### src/design/eln_pkg.sv
// Shared types and constants for the echo-wave leader election node.
package eln_pkg;

  localparam int unsigned NumPorts  = 6;
  localparam int unsigned IdW       = 16;
  localparam int unsigned ColorW    = 24;
  localparam int unsigned PortW     = 3;
  localparam int unsigned PendW     = 3;
  localparam int unsigned CfgDataW  = 24;

  localparam logic [ColorW-1:0] ColWhite   = 24'hFFFFFF;
  localparam logic [ColorW-1:0] ColBlue    = 24'h0000FF;
  localparam logic [ColorW-1:0] ColMagenta = 24'hFF00FF;
  localparam logic [ColorW-1:0] ColCyan    = 24'h00FFFF;
  localparam logic [ColorW-1:0] ColRed     = 24'hFF0000;

  typedef enum logic [1:0] {
    ACT_START  = 2'd0,
    ACT_SEARCH = 2'd1,
    ACT_RETURN = 2'd2,
    ACT_COLOR  = 2'd3
  } action_e;

  typedef enum logic [1:0] {
    KIND_NONE   = 2'd0,
    KIND_SEARCH = 2'd1,
    KIND_RETURN = 2'd2,
    KIND_COLOR  = 2'd3
  } kind_e;

  typedef enum logic [1:0] {
    CFG_OWN_ID        = 2'd0,
    CFG_OWN_COLOR     = 2'd1,
    CFG_NEIGHBOR_MASK = 2'd2,
    CFG_STARTER_ID    = 2'd3
  } cfg_idx_e;

  typedef struct packed {
    logic [IdW-1:0]      own_id;
    logic [ColorW-1:0]   own_color;
    logic [NumPorts-1:0] neighbor_mask;
    logic [IdW-1:0]      starter_id;
  } cfg_t;

  typedef struct packed {
    action_e             action;
    logic [PortW-1:0]    arrival_port;
    logic [IdW-1:0]      sender_id;
    logic [ColorW-1:0]   sender_color;
  } item_t;

  // One item's outgoing messages: a port set sharing kind and payload
  typedef struct packed {
    logic [NumPorts-1:0] port_mask;
    kind_e               kind;
    logic [IdW-1:0]      msg_id;
    logic [ColorW-1:0]   msg_color;
    logic [ColorW-1:0]   display_color;
  } plan_t;

endpackage

### src/design/echo_leader_election_node_top.sv
// Top level of the echo-wave leader election node: config registers and datapath.
//
//  channel | handshake             | words
//  in      | in_valid_i/in_stall_o | action, arrival_port, sender_id, sender_color
//  out     | out_valid_o/out_stall_i | out_port, msg_kind, msg_id, msg_color,
//          |                       | display_color, last
//  cfg     | cfg_we_i              | cfg_idx_i selects, cfg_wdata_i carries value
//
// An input word produces one to six output words, with last on the final one; the
// output register emits one word a cycle while not stalled. The input register
// loads on the accepting edge; the first word then goes through the plan
// register, then the output register.
// Reset clears all control and election state; the shown color resets to white.
// A stall on the output holds the current word and backs up to in_stall_o.
module echo_leader_election_node_top #(
  parameter int unsigned PORT_COUNT = 6,
  parameter int unsigned ID_BITS    = 16
) (
  input  logic                           clk_i,
  input  logic                           rst_ni,
  input  logic                           cfg_we_i,
  input  logic [1:0]                     cfg_idx_i,
  input  logic [eln_pkg::CfgDataW-1:0]   cfg_wdata_i,
  input  logic                           in_valid_i,
  output logic                           in_stall_o,
  input  logic [1:0]                     action_i,
  input  logic [eln_pkg::PortW-1:0]      arrival_port_i,
  input  logic [eln_pkg::IdW-1:0]        sender_id_i,
  input  logic [eln_pkg::ColorW-1:0]     sender_color_i,
  output logic                           out_valid_o,
  input  logic                           out_stall_i,
  output logic [eln_pkg::PortW-1:0]      out_port_o,
  output logic [1:0]                     msg_kind_o,
  output logic [eln_pkg::IdW-1:0]        msg_id_o,
  output logic [eln_pkg::ColorW-1:0]     msg_color_o,
  output logic [eln_pkg::ColorW-1:0]     display_color_o,
  output logic                           last_o
);
  import eln_pkg::*;

  cfg_t  cfg_q;
  item_t item;
  plan_t plan;
  logic  plan_valid;
  logic  plan_ready;

  // write config registers
  always_ff @(posedge clk_i or negedge rst_ni) begin
    if (!rst_ni) begin
      cfg_q.own_id        <= '0;
      cfg_q.own_color     <= '0;
      cfg_q.neighbor_mask <= '0;
      cfg_q.starter_id    <= IdW'(1);
    end else if (cfg_we_i) begin
      case (cfg_idx_e'(cfg_idx_i))
        CFG_OWN_ID:        cfg_q.own_id        <= cfg_wdata_i[IdW-1:0];
        CFG_OWN_COLOR:     cfg_q.own_color     <= cfg_wdata_i[ColorW-1:0];
        CFG_NEIGHBOR_MASK: cfg_q.neighbor_mask <= cfg_wdata_i[NumPorts-1:0];
        CFG_STARTER_ID:    cfg_q.starter_id    <= cfg_wdata_i[IdW-1:0];
        default:           cfg_q.own_id        <= cfg_q.own_id;
      endcase
    end
  end

  // pack the input word
  always_comb begin
    item.action       = action_e'(action_i);
    item.arrival_port = arrival_port_i;
    item.sender_id    = sender_id_i;
    item.sender_color = sender_color_i;
  end

  eln_core #(
    .PORT_COUNT (PORT_COUNT),
    .ID_BITS    (ID_BITS)
  ) u_core (
    .clk_i        (clk_i),
    .rst_ni       (rst_ni),
    .cfg_i        (cfg_q),
    .in_valid_i   (in_valid_i),
    .in_stall_o   (in_stall_o),
    .item_i       (item),
    .plan_ready_i (plan_ready),
    .plan_valid_o (plan_valid),
    .plan_o       (plan)
  );

  eln_emit u_emit (
    .clk_i           (clk_i),
    .rst_ni          (rst_ni),
    .plan_valid_i    (plan_valid),
    .plan_ready_o    (plan_ready),
    .plan_i          (plan),
    .out_valid_o     (out_valid_o),
    .out_stall_i     (out_stall_i),
    .out_port_o      (out_port_o),
    .msg_kind_o      (msg_kind_o),
    .msg_id_o        (msg_id_o),
    .msg_color_o     (msg_color_o),
    .display_color_o (display_color_o),
    .last_o          (last_o)
  );

endmodule

### src/design/eln_core.sv
// Input register and election state update, producing one message plan per word.
module eln_core #(
  parameter int unsigned PORT_COUNT = 6,
  parameter int unsigned ID_BITS    = 16
) (
  input  logic           clk_i,
  input  logic           rst_ni,
  input  eln_pkg::cfg_t  cfg_i,
  input  logic           in_valid_i,
  output logic           in_stall_o,
  input  eln_pkg::item_t item_i,
  input  logic           plan_ready_i,
  output logic           plan_valid_o,
  output eln_pkg::plan_t plan_o
);
  import eln_pkg::*;

  localparam int unsigned PortLim = (PORT_COUNT < NumPorts) ? PORT_COUNT : NumPorts;
  localparam int unsigned LidW    = (ID_BITS < IdW) ? ID_BITS : IdW;

  // input register
  logic  item_valid_q, item_valid_d;
  item_t item_q;
  logic  accept, fire;

  // election state
  logic [LidW-1:0]   leader_id_q, leader_id_d;
  logic [ColorW-1:0] leader_color_q, leader_color_d;
  logic              reached_q, reached_d;
  logic              has_parent_q, has_parent_d;
  logic [PortW-1:0]  parent_port_q, parent_port_d;
  logic [PendW-1:0]  pending_q, pending_d;
  logic              colored_q, colored_d;
  logic [ColorW-1:0] shown_q, shown_d;

  logic [NumPorts-1:0] port_lim_mask;
  logic [NumPorts-1:0] nb_mask;
  logic [NumPorts-1:0] arrival_hot;
  logic [NumPorts-1:0] fwd_mask;
  logic [NumPorts-1:0] send_mask;
  logic                port_ok;
  logic [LidW-1:0]     sid;
  logic [LidW-1:0]     adopt_id;
  logic [ColorW-1:0]   adopt_color;
  logic [PendW-1:0]    pend_dec;
  kind_e               send_kind;

  assign fire         = item_valid_q && plan_ready_i;
  assign in_stall_o   = item_valid_q && !plan_ready_i;
  assign accept       = in_valid_i && !in_stall_o;
  assign plan_valid_o = fire;

  // hold a word until the plan stage frees up
  always_comb begin
    item_valid_d = item_valid_q;
    if (accept) begin
      item_valid_d = 1'b1;
    end else if (fire) begin
      item_valid_d = 1'b0;
    end
  end

  always_ff @(posedge clk_i or negedge rst_ni) begin
    if (!rst_ni) begin
      item_valid_q <= 1'b0;
    end else begin
      item_valid_q <= item_valid_d;
    end
  end

  always_ff @(posedge clk_i) begin
    if (accept) begin
      item_q <= item_i;
    end
  end

  // usable ports and neighbors
  always_comb begin
    for (int p = 0; p < NumPorts; p++) begin
      port_lim_mask[p] = (p < PortLim);
    end
  end

  assign nb_mask     = cfg_i.neighbor_mask & port_lim_mask;
  assign port_ok     = ({1'b0, item_q.arrival_port} < (PortW + 1)'(PortLim));
  assign arrival_hot = NumPorts'(1) << item_q.arrival_port;
  assign fwd_mask    = nb_mask & ~arrival_hot;
  assign sid         = item_q.sender_id[LidW-1:0];
  assign adopt_id    = (leader_id_q < sid) ? sid : leader_id_q;
  assign adopt_color = (leader_id_q < sid) ? item_q.sender_color : leader_color_q;
  assign pend_dec    = pending_q - PendW'(1);

  // step the election state and build the message plan
  always_comb begin
    leader_id_d    = leader_id_q;
    leader_color_d = leader_color_q;
    reached_d      = reached_q;
    has_parent_d   = has_parent_q;
    parent_port_d  = parent_port_q;
    pending_d      = pending_q;
    colored_d      = colored_q;
    shown_d        = shown_q;
    send_mask      = '0;
    send_kind      = KIND_NONE;

    case (item_q.action)
      ACT_START: begin
        leader_id_d    = cfg_i.own_id[LidW-1:0];
        leader_color_d = cfg_i.own_color;
        reached_d      = 1'b0;
        has_parent_d   = 1'b0;
        parent_port_d  = '0;
        pending_d      = '0;
        colored_d      = 1'b0;
        shown_d        = ColWhite;
        if (cfg_i.own_id[LidW-1:0] == cfg_i.starter_id[LidW-1:0]) begin
          shown_d   = ColBlue;
          reached_d = 1'b1;
          send_mask = nb_mask;
          send_kind = KIND_SEARCH;
          pending_d = PendW'($countones(nb_mask));
        end
      end
      ACT_SEARCH: begin
        if (port_ok) begin
          leader_id_d    = adopt_id;
          leader_color_d = adopt_color;
          if (reached_q) begin
            send_mask = arrival_hot;
            send_kind = KIND_RETURN;
          end else begin
            reached_d     = 1'b1;
            parent_port_d = item_q.arrival_port;
            pending_d     = PendW'($countones(fwd_mask));
            if (fwd_mask == '0) begin
              // leaf: answer the new parent at once
              has_parent_d = 1'b0;
              shown_d      = ColCyan;
              send_mask    = arrival_hot;
              send_kind    = KIND_RETURN;
            end else begin
              has_parent_d = 1'b1;
              shown_d      = ColMagenta;
              send_mask    = fwd_mask;
              send_kind    = KIND_SEARCH;
            end
          end
        end
      end
      ACT_RETURN: begin
        if (port_ok) begin
          leader_id_d    = adopt_id;
          leader_color_d = adopt_color;
          if (pending_q != '0) begin
            pending_d = pend_dec;
            if (pend_dec == '0) begin
              if (has_parent_q) begin
                has_parent_d = 1'b0;
                shown_d      = adopt_color;
                send_mask    = NumPorts'(1) << parent_port_q;
                send_kind    = KIND_RETURN;
              end else begin
                shown_d   = ColRed;
                send_mask = nb_mask;
                send_kind = KIND_COLOR;
              end
            end
          end
        end
      end
      ACT_COLOR: begin
        if (port_ok) begin
          leader_color_d = item_q.sender_color;
          if (!colored_q) begin
            colored_d = 1'b1;
            shown_d   = item_q.sender_color;
            send_mask = fwd_mask;
            send_kind = KIND_COLOR;
          end
        end
      end
      default: begin
        send_kind = KIND_NONE;
      end
    endcase
  end

  // plan fields follow the updated leader
  always_comb begin
    plan_o.port_mask     = send_mask;
    plan_o.kind          = send_kind;
    plan_o.msg_id        = (send_kind == KIND_COLOR) ? '0 : IdW'(leader_id_d);
    plan_o.msg_color     = leader_color_d;
    plan_o.display_color = shown_d;
  end

  always_ff @(posedge clk_i or negedge rst_ni) begin
    if (!rst_ni) begin
      leader_id_q    <= '0;
      leader_color_q <= '0;
      reached_q      <= 1'b0;
      has_parent_q   <= 1'b0;
      parent_port_q  <= '0;
      pending_q      <= '0;
      colored_q      <= 1'b0;
      shown_q        <= ColWhite;
    end else if (fire) begin
      leader_id_q    <= leader_id_d;
      leader_color_q <= leader_color_d;
      reached_q      <= reached_d;
      has_parent_q   <= has_parent_d;
      parent_port_q  <= parent_port_d;
      pending_q      <= pending_d;
      colored_q      <= colored_d;
      shown_q        <= shown_d;
    end
  end

endmodule

### src/design/eln_emit.sv
// Plan register and output register: one message word per port in the plan.
module eln_emit (
  input  logic                        clk_i,
  input  logic                        rst_ni,
  input  logic                        plan_valid_i,
  output logic                        plan_ready_o,
  input  eln_pkg::plan_t              plan_i,
  output logic                        out_valid_o,
  input  logic                        out_stall_i,
  output logic [eln_pkg::PortW-1:0]   out_port_o,
  output logic [1:0]                  msg_kind_o,
  output logic [eln_pkg::IdW-1:0]     msg_id_o,
  output logic [eln_pkg::ColorW-1:0]  msg_color_o,
  output logic [eln_pkg::ColorW-1:0]  display_color_o,
  output logic                        last_o
);
  import eln_pkg::*;

  logic  plan_valid_q, plan_valid_d;
  plan_t plan_q;
  logic  out_valid_q, out_valid_d;

  logic [NumPorts-1:0] low_hot;
  logic [NumPorts-1:0] rest_mask;
  logic [PortW-1:0]    low_idx;
  logic                take;
  logic                plan_last;
  logic                no_msg;

  // pick the lowest pending port
  assign low_hot   = plan_q.port_mask & (~plan_q.port_mask + NumPorts'(1));
  assign rest_mask = plan_q.port_mask & ~low_hot;
  assign no_msg    = (plan_q.port_mask == '0);

  always_comb begin
    low_idx = '0;
    for (int p = 0; p < NumPorts; p++) begin
      if (low_hot[p]) begin
        low_idx = PortW'(p);
      end
    end
  end

  assign take         = plan_valid_q && (!out_valid_q || !out_stall_i);
  assign plan_last    = take && (rest_mask == '0);
  assign plan_ready_o = !plan_valid_q || plan_last;

  // advance the plan one port per word
  always_comb begin
    plan_valid_d = plan_valid_q;
    if (plan_valid_i) begin
      plan_valid_d = 1'b1;
    end else if (plan_last) begin
      plan_valid_d = 1'b0;
    end
  end

  always_comb begin
    out_valid_d = out_valid_q;
    if (take) begin
      out_valid_d = 1'b1;
    end else if (!out_stall_i) begin
      out_valid_d = 1'b0;
    end
  end

  always_ff @(posedge clk_i or negedge rst_ni) begin
    if (!rst_ni) begin
      plan_valid_q <= 1'b0;
      out_valid_q  <= 1'b0;
    end else begin
      plan_valid_q <= plan_valid_d;
      out_valid_q  <= out_valid_d;
    end
  end

  always_ff @(posedge clk_i) begin
    if (plan_valid_i) begin
      plan_q <= plan_i;
    end else if (take) begin
      plan_q.port_mask <= rest_mask;
    end
  end

  // load the output word; a plan without ports gives one empty word
  always_ff @(posedge clk_i) begin
    if (take) begin
      out_port_o      <= no_msg ? '0 : low_idx;
      msg_kind_o      <= no_msg ? KIND_NONE : plan_q.kind;
      msg_id_o        <= no_msg ? '0 : plan_q.msg_id;
      msg_color_o     <= no_msg ? '0 : plan_q.msg_color;
      display_color_o <= plan_q.display_color;
      last_o          <= (rest_mask == '0);
    end
  end

  assign out_valid_o = out_valid_q;

endmodule

### config.mk
export PLATFORM = sky130hd
export DESIGN_NAME = echo_leader_election_node_top
export DESIGN_NICKNAME = d
export VERILOG_FILES = /design/src/design/eln_pkg.sv /design/src/design/echo_leader_election_node_top.sv /design/src/design/eln_core.sv /design/src/design/eln_emit.sv
export SDC_FILE = /design/constraint.sdc
export NUM_CORES = 1
export LEC_CHECK = 0
export BUFFER_PORTS_ARGS = -buffer_cell sky130_fd_sc_hd__buf_2
export CORE_MARGIN = 10
export CORE_UTILIZATION = 50
export DETAILED_ROUTE_END_ITERATION = 10
export GPL_ROUTABILITY_DRIVEN = 1
export PLACE_DENSITY = 0.74
export SLEW_MARGIN = 10
export SYNTH_ARGS = -nofsm -noshare
export SYNTH_HDL_FRONTEND = slang
export SYNTH_SLANG_ARGS = --single-unit
### constraint.sdc
create_clock -name clk_i -period 7 [get_ports clk_i]
set_input_delay 0.35 -clock clk_i [delete_from_list [all_inputs] [get_ports clk_i]]
set_output_delay 0.35 -clock clk_i [all_outputs]
set_load 0.02 [all_outputs]
==> summary.md, run 1 <==
| Metric | Value |
|---|---|
| Status | complete, no violations |
| Rel. slew slack | 18.03% |
| Hold Fails Final Rpt | 0 |
| DIE AREA | 39850 um2 |
| Fin crit share | 53.07% |
| R2R Path End | u_emit.plan_q[48]$_SDFFCE_PN0P_ |
| Ys async rst share | 42.46% |
| Core Rows | 65 |
| Max Clk Rate | 0.2692 GHz |
| Final setup fails | 0 |
| Ant diodes | 0 |
| Post-synth top cells | edfxtp_1 (187), nand2_1 (147), dfrtp_1 (113), nor2_1 (99), and2_1 (76) |
| CTS tree | done |
| Largest family of logic cells by synthesized area | compound AO/OA/AOI/OAI gates |
| Dpl ws | 3402 ps |
| Die height | 199.6 um |
| Sequential power share | 39.9% |
| # DRC | 0 |
| Power share of the clock group | 20.9% |
| Multiplexer share of the synthesized area | 6.446% |
| Fraction of synthesized cell area in xor and xnor cells | 1.032% |
| Postcts setup bufs | 0 |
| Cells on worst reg2reg path | 10 |
| Internal | 5563 uW |
| Net Sw Power | 3597 uW |
| First-pass GRT wire length | 68.90 mm |
| Area delta synth->final | 15.98% |
| Share of layout cells above drive strength 1 | 21.69% |
| CTS sink cnt | 325 |
| Most area-consuming cells after synthesis | edfxtp_1 (35%), dfrtp_1 (18%), mux2_2 (5.0%), dfstp_2 (4.1%), nand2_1 (3.4%) |
| Syn nets | 1519 |
| Crit-path cells | inv_1 -> nand2_1 -> o21ai_0 -> ha_1 -> a31oi_1 -> a21oi_1 -> nor2_1 -> nor3_1 -> nand2b_1 -> a21boi_1 |
| Initial antenna violation count | 0 |
| TritonRoute pass-1 iters | 6 |
| WP data required | 7370 ps |
| Count of pins over their slew limit | 0 |
| CP max FO | 16 |
| Compound-Gate Fraction of Synth Area | 17.07% |
| Post-synth top flop | edfxtp_1 |
| Synthesized area | 16130 um2 |
| Worst slew pin tran | 1230 ps |
| Logic pwr share | 39.2% |
| Hold path depth | 1 |
| Post-synthesis sequential area ratio | 56.41% |
| Synth top area share | 34.81% |
| Crit path capture type | register |
| # fillers | 2587 |
| Most numerous cell in the Yosys netlist | edfxtp_1 |
| Final Skew | 19.65 ps |
| Final ANT Viol Nets | 0 |
| Bufs and invs on worst path | 1 |
| Clock Path Buffers | 3 |
| Nets | 1671 |
| PwrDens | 489.6 nW/um2 |
| Total track usage | 21.95% |
| Post-Syn Instances | 1406 |
| Simple-gate area share of the yosys netlist | 12.57% |
| Final Util | 58.98% |
| Setup crit start kind | register |
| Syn. warnings | 0 |
| Worst vdd ir | 0.3835 mV |
| TNS Setup | 0 ps |
| Critical-path top delay cell | nand2b_1 |
| Worst-path clk slew | 60 ps |
| PnR worst setup slack | 3285 ps |
| RSZ-0062 raised after global routing | no |
| # IOs | 148 |
| Max incr delay on CP | 670 ps |
| Cell taking the most area after synthesis | edfxtp_1 |
| Delay-heaviest family, CP | compound AO/OA/AOI/OAI gates |
| Clk Latency, worst-skew pair | 540 ps |
| Register-to-Register Setup Slack | 3280 ps |
| Crit path launch | u_core.item_q[41]$_DFFE_PP_ |
| Total Wirelength | 44.06 mm |
| Via/cell ratio | 6.213 |
| Starting Density | 50.86% |
| Hold endpoint | u_core.sid[8]$_DFFE_PP_ |
| Port bufs | 147 |
| GPL Wtd Cong | 0.9251 |
| TritonCTS buffer count | 36 |
| Largest net degree at the start of global routing | 73 |
| Fraction of the mapped netlist area in adder cells | 3.056% |
| WP data arrival | 4080 ps |
| Worst hold path type | primary input to register |
| Post-synthesis register bit count | 325 |
| Clock Tree Root | clkbuf_16 |
| H-tree depth | 2 |
| CORE AREA | 31720 um2 |
| Synth cell types | 75 |
| Vias in the first global route | 12.32k |
| Reg-to-reg startpoint | u_core.item_q[41]$_DFFE_PP_ |
| GRT overflow | 0 |
| Critical path class | register to register |
| Die span in x | 199.6 um |
| Leak | 0.007439 uW |
| Max_cap viols | 0 |
| Min Clock Period, post-route | 3715 ps |
| Post-synth EDFFs | 187 |
| DR WL/cell | 22.16 um |
| DP HPWL | 29.63 mm |
| Avg Inst Size Synth | 11.47 um2 |
| Hold Startpoint | sender_id_i[8] |
| Sw frac | 39.27% |
| Via count | 12.35k |
| Initial DRC Count | 1391 |
-- sequential cells by signal, indices dropped and copies added (netlist names), 16 cells and up --
name	cells
u_emit.plan_q	72
cfg_q	62
u_core.item_q	29
u_core.leader_color_q	24
u_core.shown_q	24
u_emit.display_color_o	24
u_emit.msg_color_o	24
u_core.leader_id_q	16
u_core.sid	16
u_emit.msg_id_o	16
-- metal layers --
layer	track usage [%]	vias to the layer above	part of all wire (%)	wire [um]
li1	-	5562	-	-
met1	28.09	6033	40	17650
met2	36.72	635	49	21440
met3	3.684	121	7.7	3395
met4	8.048	0	3.6	1564
met5	0	-	0	0
-- logic make-up after synthesis --
family | after synthesis
AND/OR/NAND/NOR | 418
adder cells (fa/ha/maj) | 37
XOR/XNOR | 19
buffers and inverters | 128
flip-flops | 325
multiplexers | 95
AO/OA/AOI/OAI | 384
-- worst max-delay path by stage --
stage | end | slack, ps | cells after the start
after floorplan | u_emit.display_color_o[0]$_DFFE_PP_ | 2930 | 3
final | u_emit.plan_q[48]$_SDFFCE_PN0P_ | 3280 | 10
after CTS | u_core.leader_color_q[22]$_DFFE_PN0P_ | 3360 | 8
after global placement | u_core.has_parent_q$_DFFE_PN0P_ | 3480 | 9
after detailed placement | u_emit.plan_q[48]$_SDFFCE_PN0P_ | 3400 | 10
after global routing | u_emit.plan_q[48]$_SDFFCE_PN0P_ | 3020 | 10
-- cell usage in the layout (no fill, tap or decap), types with 16 or more instances in the layout --
cell type | netlist | routed
a21oi_1 | 43 | 43
a221o_1 | 24 | 24
a22o_1 | 22 | 22
a31oi_1 | 40 | 40
and2_1 | 76 | 75
buf_2 | 14 | 146
buf_4 | 6 | 19
clkbuf_16 | 0 | 37
dfrtp_1 | 113 | 113
dfstp_2 | 25 | 25
dlygate4sd3_1 | 0 | 35
edfxtp_1 | 187 | 187
ha_1 | 33 | 32
inv_1 | 39 | 39
mux2_2 | 71 | 71
mux2i_1 | 24 | 24
nand2_1 | 147 | 147
nor2_1 | 99 | 97
nor3_1 | 27 | 27
o211ai_1 | 29 | 29
o21a_1 | 25 | 25
o21ai_0 | 60 | 60
o21ai_1 | 27 | 27
o311ai_0 | 16 | 16
o31ai_1 | 18 | 18
xnor2_1 | 17 | 17
-- power groups by stage --
stage | Combinational (uW) | Clock (uW) | Sequential (uW)
floorplan | 2450 | 0 | 3670
global placement | 3430 | 0 | 3630
detailed placement | 3530 | 0 | 3660
CTS | 3570 | 1940 | 3630
global route | 3950 | 2020 | 3730
finish | 3590 | 1910 | 3650
-- through the flow --
| step | instance area [um2] | power [uW] | hold WS (ps) | instances |
|---|---|---|---|---|
| 6_report | 18710 | 9160 | 8.470 | 1988 |
| 4_1_cts | 18710 | 9145 | 1.632 | 1988 |
| 3_5_place_dp | 17150 | 7192 | 404.5 | 1887 |
| 2_1_floorplan | 16130 | 6124 | 54.41 | 1406 |
| 5_1_grt | 18710 | 9695 | 11.91 | 1988 |
| 3_3_place_gp | 17150 | 7063 | 404.5 | 1887 |
-- area by class of cell --
cell class | count | area (um2) | share of cell area, %
clock buffers | 49 | 1021 | 5.457
clock inverters | 17 | 185.2 | 0.9898
inverters | 41 | 156.4 | 0.8360
multi-input cells | 953 | 6507 | 34.78
flip-flops and latches | 325 | 9100 | 48.64
well taps | 402 | 503.0 | 2.689
repair buffers | 201 | 1235 | 6.601
-- worst reg2reg max path: stages (launching register included) --
cell	delay [ps]
edfxtp_1	550
inv_1	190
nand2_1	100
o21ai_0	350
ha_1	260
a31oi_1	290
a21oi_1	470
nor2_1	70
nor3_1	350
nand2b_1	670
a21boi_1	260
-- timing repair --
action                    CTS  global route
resized for setup           0             0
hold endpoints to repair   76             0
hold buffers               35             0
Power figures use the tool's default switching activity.
==> run 2: changes to the inputs <==
--- a/config.mk
+++ b/config.mk
@@ -10,7 +10,7 @@
 export CORE_UTILIZATION = 50
 export DETAILED_ROUTE_END_ITERATION = 10
 export GPL_ROUTABILITY_DRIVEN = 1
-export PLACE_DENSITY = 0.74
+export PLACE_DENSITY = 0.77
 export SLEW_MARGIN = 10
 export SYNTH_ARGS = -nofsm -noshare
 export SYNTH_HDL_FRONTEND = slang
==> constraint.sdc (replaced) <==
create_clock -name clk_i -period 3 [get_ports clk_i]
set_input_delay 0.15 -clock clk_i [delete_from_list [all_inputs] [get_ports clk_i]]
set_output_delay 0.15 -clock clk_i [all_outputs]
set_load 0.02 [all_outputs]
==> summary.md, run 2 (synthesized netlist as in run 1, its figures left out) <==
| Metric | Value |
|---|---|
| Status | complete, no violations (unchanged) |
| Hold endpoint | cfg_q[18]$_DFFE_PN0P_ (was u_core.sid[8]$_DFFE_PP_) |
| WP data arrival | 3220 ps (was 4080 ps) |
| Final Util | 61.32% (was 58.98%) |
| Clock Path Buffers | 3 (unchanged) |
| Tot Pwr | 21670 uW (was 9160 uW) |
| Max incr delay on CP | 720 ps (was 670 ps) |
| Via/cell ratio | 6.169 (was 6.213) |
| Hold path depth | 2 (was 1) |
| Hold WS | 23.53 ps (was 8.470 ps) |
| # DRC | 0 (unchanged) |
| Crit path launch | u_core.pending_q[0]$_DFFE_PN0P_ (was u_core.item_q[41]$_DFFE_PP_) |
| DP HPWL | 31.82 mm (was 29.63 mm) |
| Leak | 0.007852 uW (was 0.007439 uW) |
| Final Non-Filler Cells | 2078 (was 1988) |
| Clock Tree Root | clkbuf_16 (unchanged) |
| Reg with most FFs | u_emit.plan_q (unchanged) |
| Vias in the first global route | 12.70k (was 12.32k) |
| Port bufs | 147 (unchanged) |
| Delay-heaviest family, CP | compound AO/OA/AOI/OAI gates (unchanged) |
| Critical path class | register to register (unchanged) |
| Cells on worst reg2reg path | 8 (was 10) |
| Max Clk Rate | 0.3491 GHz (was 0.2692 GHz) |
| Share of layout cells above drive strength 1 | 23.93% (was 21.69%) |
| GRT overflow | 0 (unchanged) |
| Die height | 199.6 um (unchanged) |
| CP max FO | 15 (was 16) |
| # fillers | 2519 (was 2587) |
| Logic pwr share | 41.6% (was 39.2%) |
| Total track usage | 23.06% (was 21.95%) |
| Reg-to-reg startpoint | u_core.pending_q[0]$_DFFE_PN0P_ (was u_core.item_q[41]$_DFFE_PP_) |
| Largest net degree at the start of global routing | 82 (was 73) |
| DIE AREA | 39850 um2 (unchanged) |
| Min Clock Period, post-route | 2864 ps (was 3715 ps) |
| Die span in x | 199.6 um (unchanged) |
| Total Wirelength | 46.54 mm (was 44.06 mm) |
| Hold Fails Final Rpt | 0 (unchanged) |
| Starting Density | 50.86% (unchanged) |
| H-tree depth | 2 (unchanged) |
| Sw frac | 39.55% (was 39.27%) |
| Final Skew | 16.10 ps (was 19.65 ps) |
| Register-to-Register Setup Slack | 140 ps (was 3280 ps) |
| TNS Setup | 0 ps (unchanged) |
| R2R Path End | u_emit.plan_q[12]$_DFFE_PP_ (was u_emit.plan_q[48]$_SDFFCE_PN0P_) |
| Rel. slew slack | 42.43% (was 18.03%) |
| # IOs | 148 (unchanged) |
| TritonCTS buffer count | 36 (unchanged) |
| Crit-path cells | inv_1 -> ha_1 -> nor3_1 -> o2111ai_1 -> buf_4 -> a2111oi_4 -> a221oi_1 -> o21ai_1 (was inv_1 -> nand2_1 -> o21ai_0 -> ha_1 -> a31oi_1 -> a21oi_1 -> nor2_1 -> nor3_1 -> nand2b_1 -> a21boi_1) |
| Initial antenna violation count | 0 (unchanged) |
| GPL Wtd Cong | 0.9272 (was 0.9251) |
| Via count | 12.82k (was 12.35k) |
| Bufs and invs on worst path | 2 (was 1) |
| Initial DRC Count | 1468 (was 1391) |
| PwrDens | 1114 nW/um2 (was 489.6 nW/um2) |
| Worst-path clk slew | 60 ps (about the same) |
| Crit path capture type | register (unchanged) |
| DR WL/cell | 22.39 um (was 22.16 um) |
| Ant diodes | 0 (unchanged) |
| WP data required | 3360 ps (was 7370 ps) |
| First-pass GRT wire length | 71.90 mm (was 68.90 mm) |
| Fin crit share | 95.47% (was 53.07%) |
| Power share of the clock group | 19.0% (was 20.9%) |
| Worst vdd ir | 0.4820 mV (was 0.3835 mV) |
| Commonest non-fill, non-tap cells in the layout | edfxtp_1 (187), nand2_1 (147), buf_2 (146), dfrtp_1 (113), nor2_1 (96) (was edfxtp_1 (187), nand2_1 (147), buf_2 (146), dfrtp_1 (113), nor2_1 (97)) |
| Area of the multi-input gates | 6510 um2 (was 6507 um2) |
| Net Sw Power | 8570 uW (was 3597 uW) |
| Max reg flops | 72 (unchanged) |
| Final setup fails | 0 (unchanged) |
| RSZ-0062 raised after global routing | no (unchanged) |
| Sequential power share | 39.4% (was 39.9%) |
| Nets | 1764 (was 1671) |
| Count of pins over their slew limit | 0 (unchanged) |
| CORE AREA | 31720 um2 (unchanged) |
| Core Rows | 65 (unchanged) |
| Commonest non-fill, non-tap cell in the layout | edfxtp_1 (unchanged) |
| Final ANT Viol Nets | 0 (unchanged) |
| Internal | 13100 uW (was 5563 uW) |
| Worst slew pin tran | 861.1 ps (was 1230 ps) |
| Area delta synth->final | 20.58% (was 15.98%) |
| Postcts setup bufs | 0 (unchanged) |
| CTS sink cnt | 325 (unchanged) |
| Hold Startpoint | cfg_wdata_i[2] (was sender_id_i[8]) |
| DP Cell Count | 1947 (was 1887) |
| Worst hold path type | primary input to register (unchanged) |
| Setup crit start kind | register (unchanged) |
| Critical-path top delay cell | a2111oi_4 (was nand2b_1) |
| Reg area | 9100 um2 (unchanged) |
| Biggest regs | u_emit.plan_q x72, cfg_q x62, u_core.item_q x29 (unchanged) |
| TritonRoute pass-1 iters | 6 (unchanged) |
| Max_cap viols | 0 (unchanged) |
| CTS tree | done (unchanged) |
| Clk Latency, worst-skew pair | 520 ps (was 540 ps) |
run 2: worst max-delay path by stage:
stage / end / slack, ps / cells after the start
6_report: u_emit.plan_q[12]$_DFFE_PP_ / 140 / 8
2_1_floorplan: u_emit.plan_q[69]$_DFFE_PP_ / 50 / 7
5_1_grt: u_core.shown_q[6]$_DFFE_PN1P_ / 30 / 7
4_1_cts: u_emit.plan_q[12]$_DFFE_PP_ / 190 / 8
3_3_place_gp: u_emit.plan_q[12]$_DFFE_PP_ / 300 / 8
3_5_place_dp: u_emit.plan_q[12]$_DFFE_PP_ / 220 / 8
run 2: stage by stage:
step | setup slack [ps] | area (um2)
finish | 135.8 | 19450
global placement | 304.8 | 17680
detailed placement | 222.9 | 17680
global route | 34.55 | 19450
floorplan | 51.13 | 16130
CTS | 190.7 | 19450
run 2: layer usage:
metal  global-route usage, %  wire (um)
met1                   29.74      18430
met2                   37.36      21990
met3                   4.121       4102
met4                   10.12       2012
met5                       0          0
run 2: power by group through the flow:
| stage | clock network, uW | logic, uW | registers, uW |
|---|---|---|---|
| 6_report | 4110 | 9020 | 8540 |
| 4_1_cts | 4160 | 8910 | 8470 |
| 5_1_grt | 4370 | 9790 | 8690 |
| 2_1_floorplan | 0 | 5730 | 8560 |
| 3_3_place_gp | 0 | 8530 | 8490 |
| 3_5_place_dp | 0 | 8780 | 8540 |
run 2: layout make-up:
type | instances | area share, %
flip-flops and latches | 325 | 46.79
inverters | 41 | 0.8041
clock buffers | 43 | 5.082
repair buffers | 294 | 10.75
well taps | 402 | 2.586
multi-input cells | 953 | 33.47
clock inverters | 20 | 0.5211
run 2: repair_timing:
| action | CTS | global route |
|---|---|---|
| hold endpoints to repair | 169 | 0 |
| hold buffers | 68 | 0 |
| resized for setup | 0 | 0 |
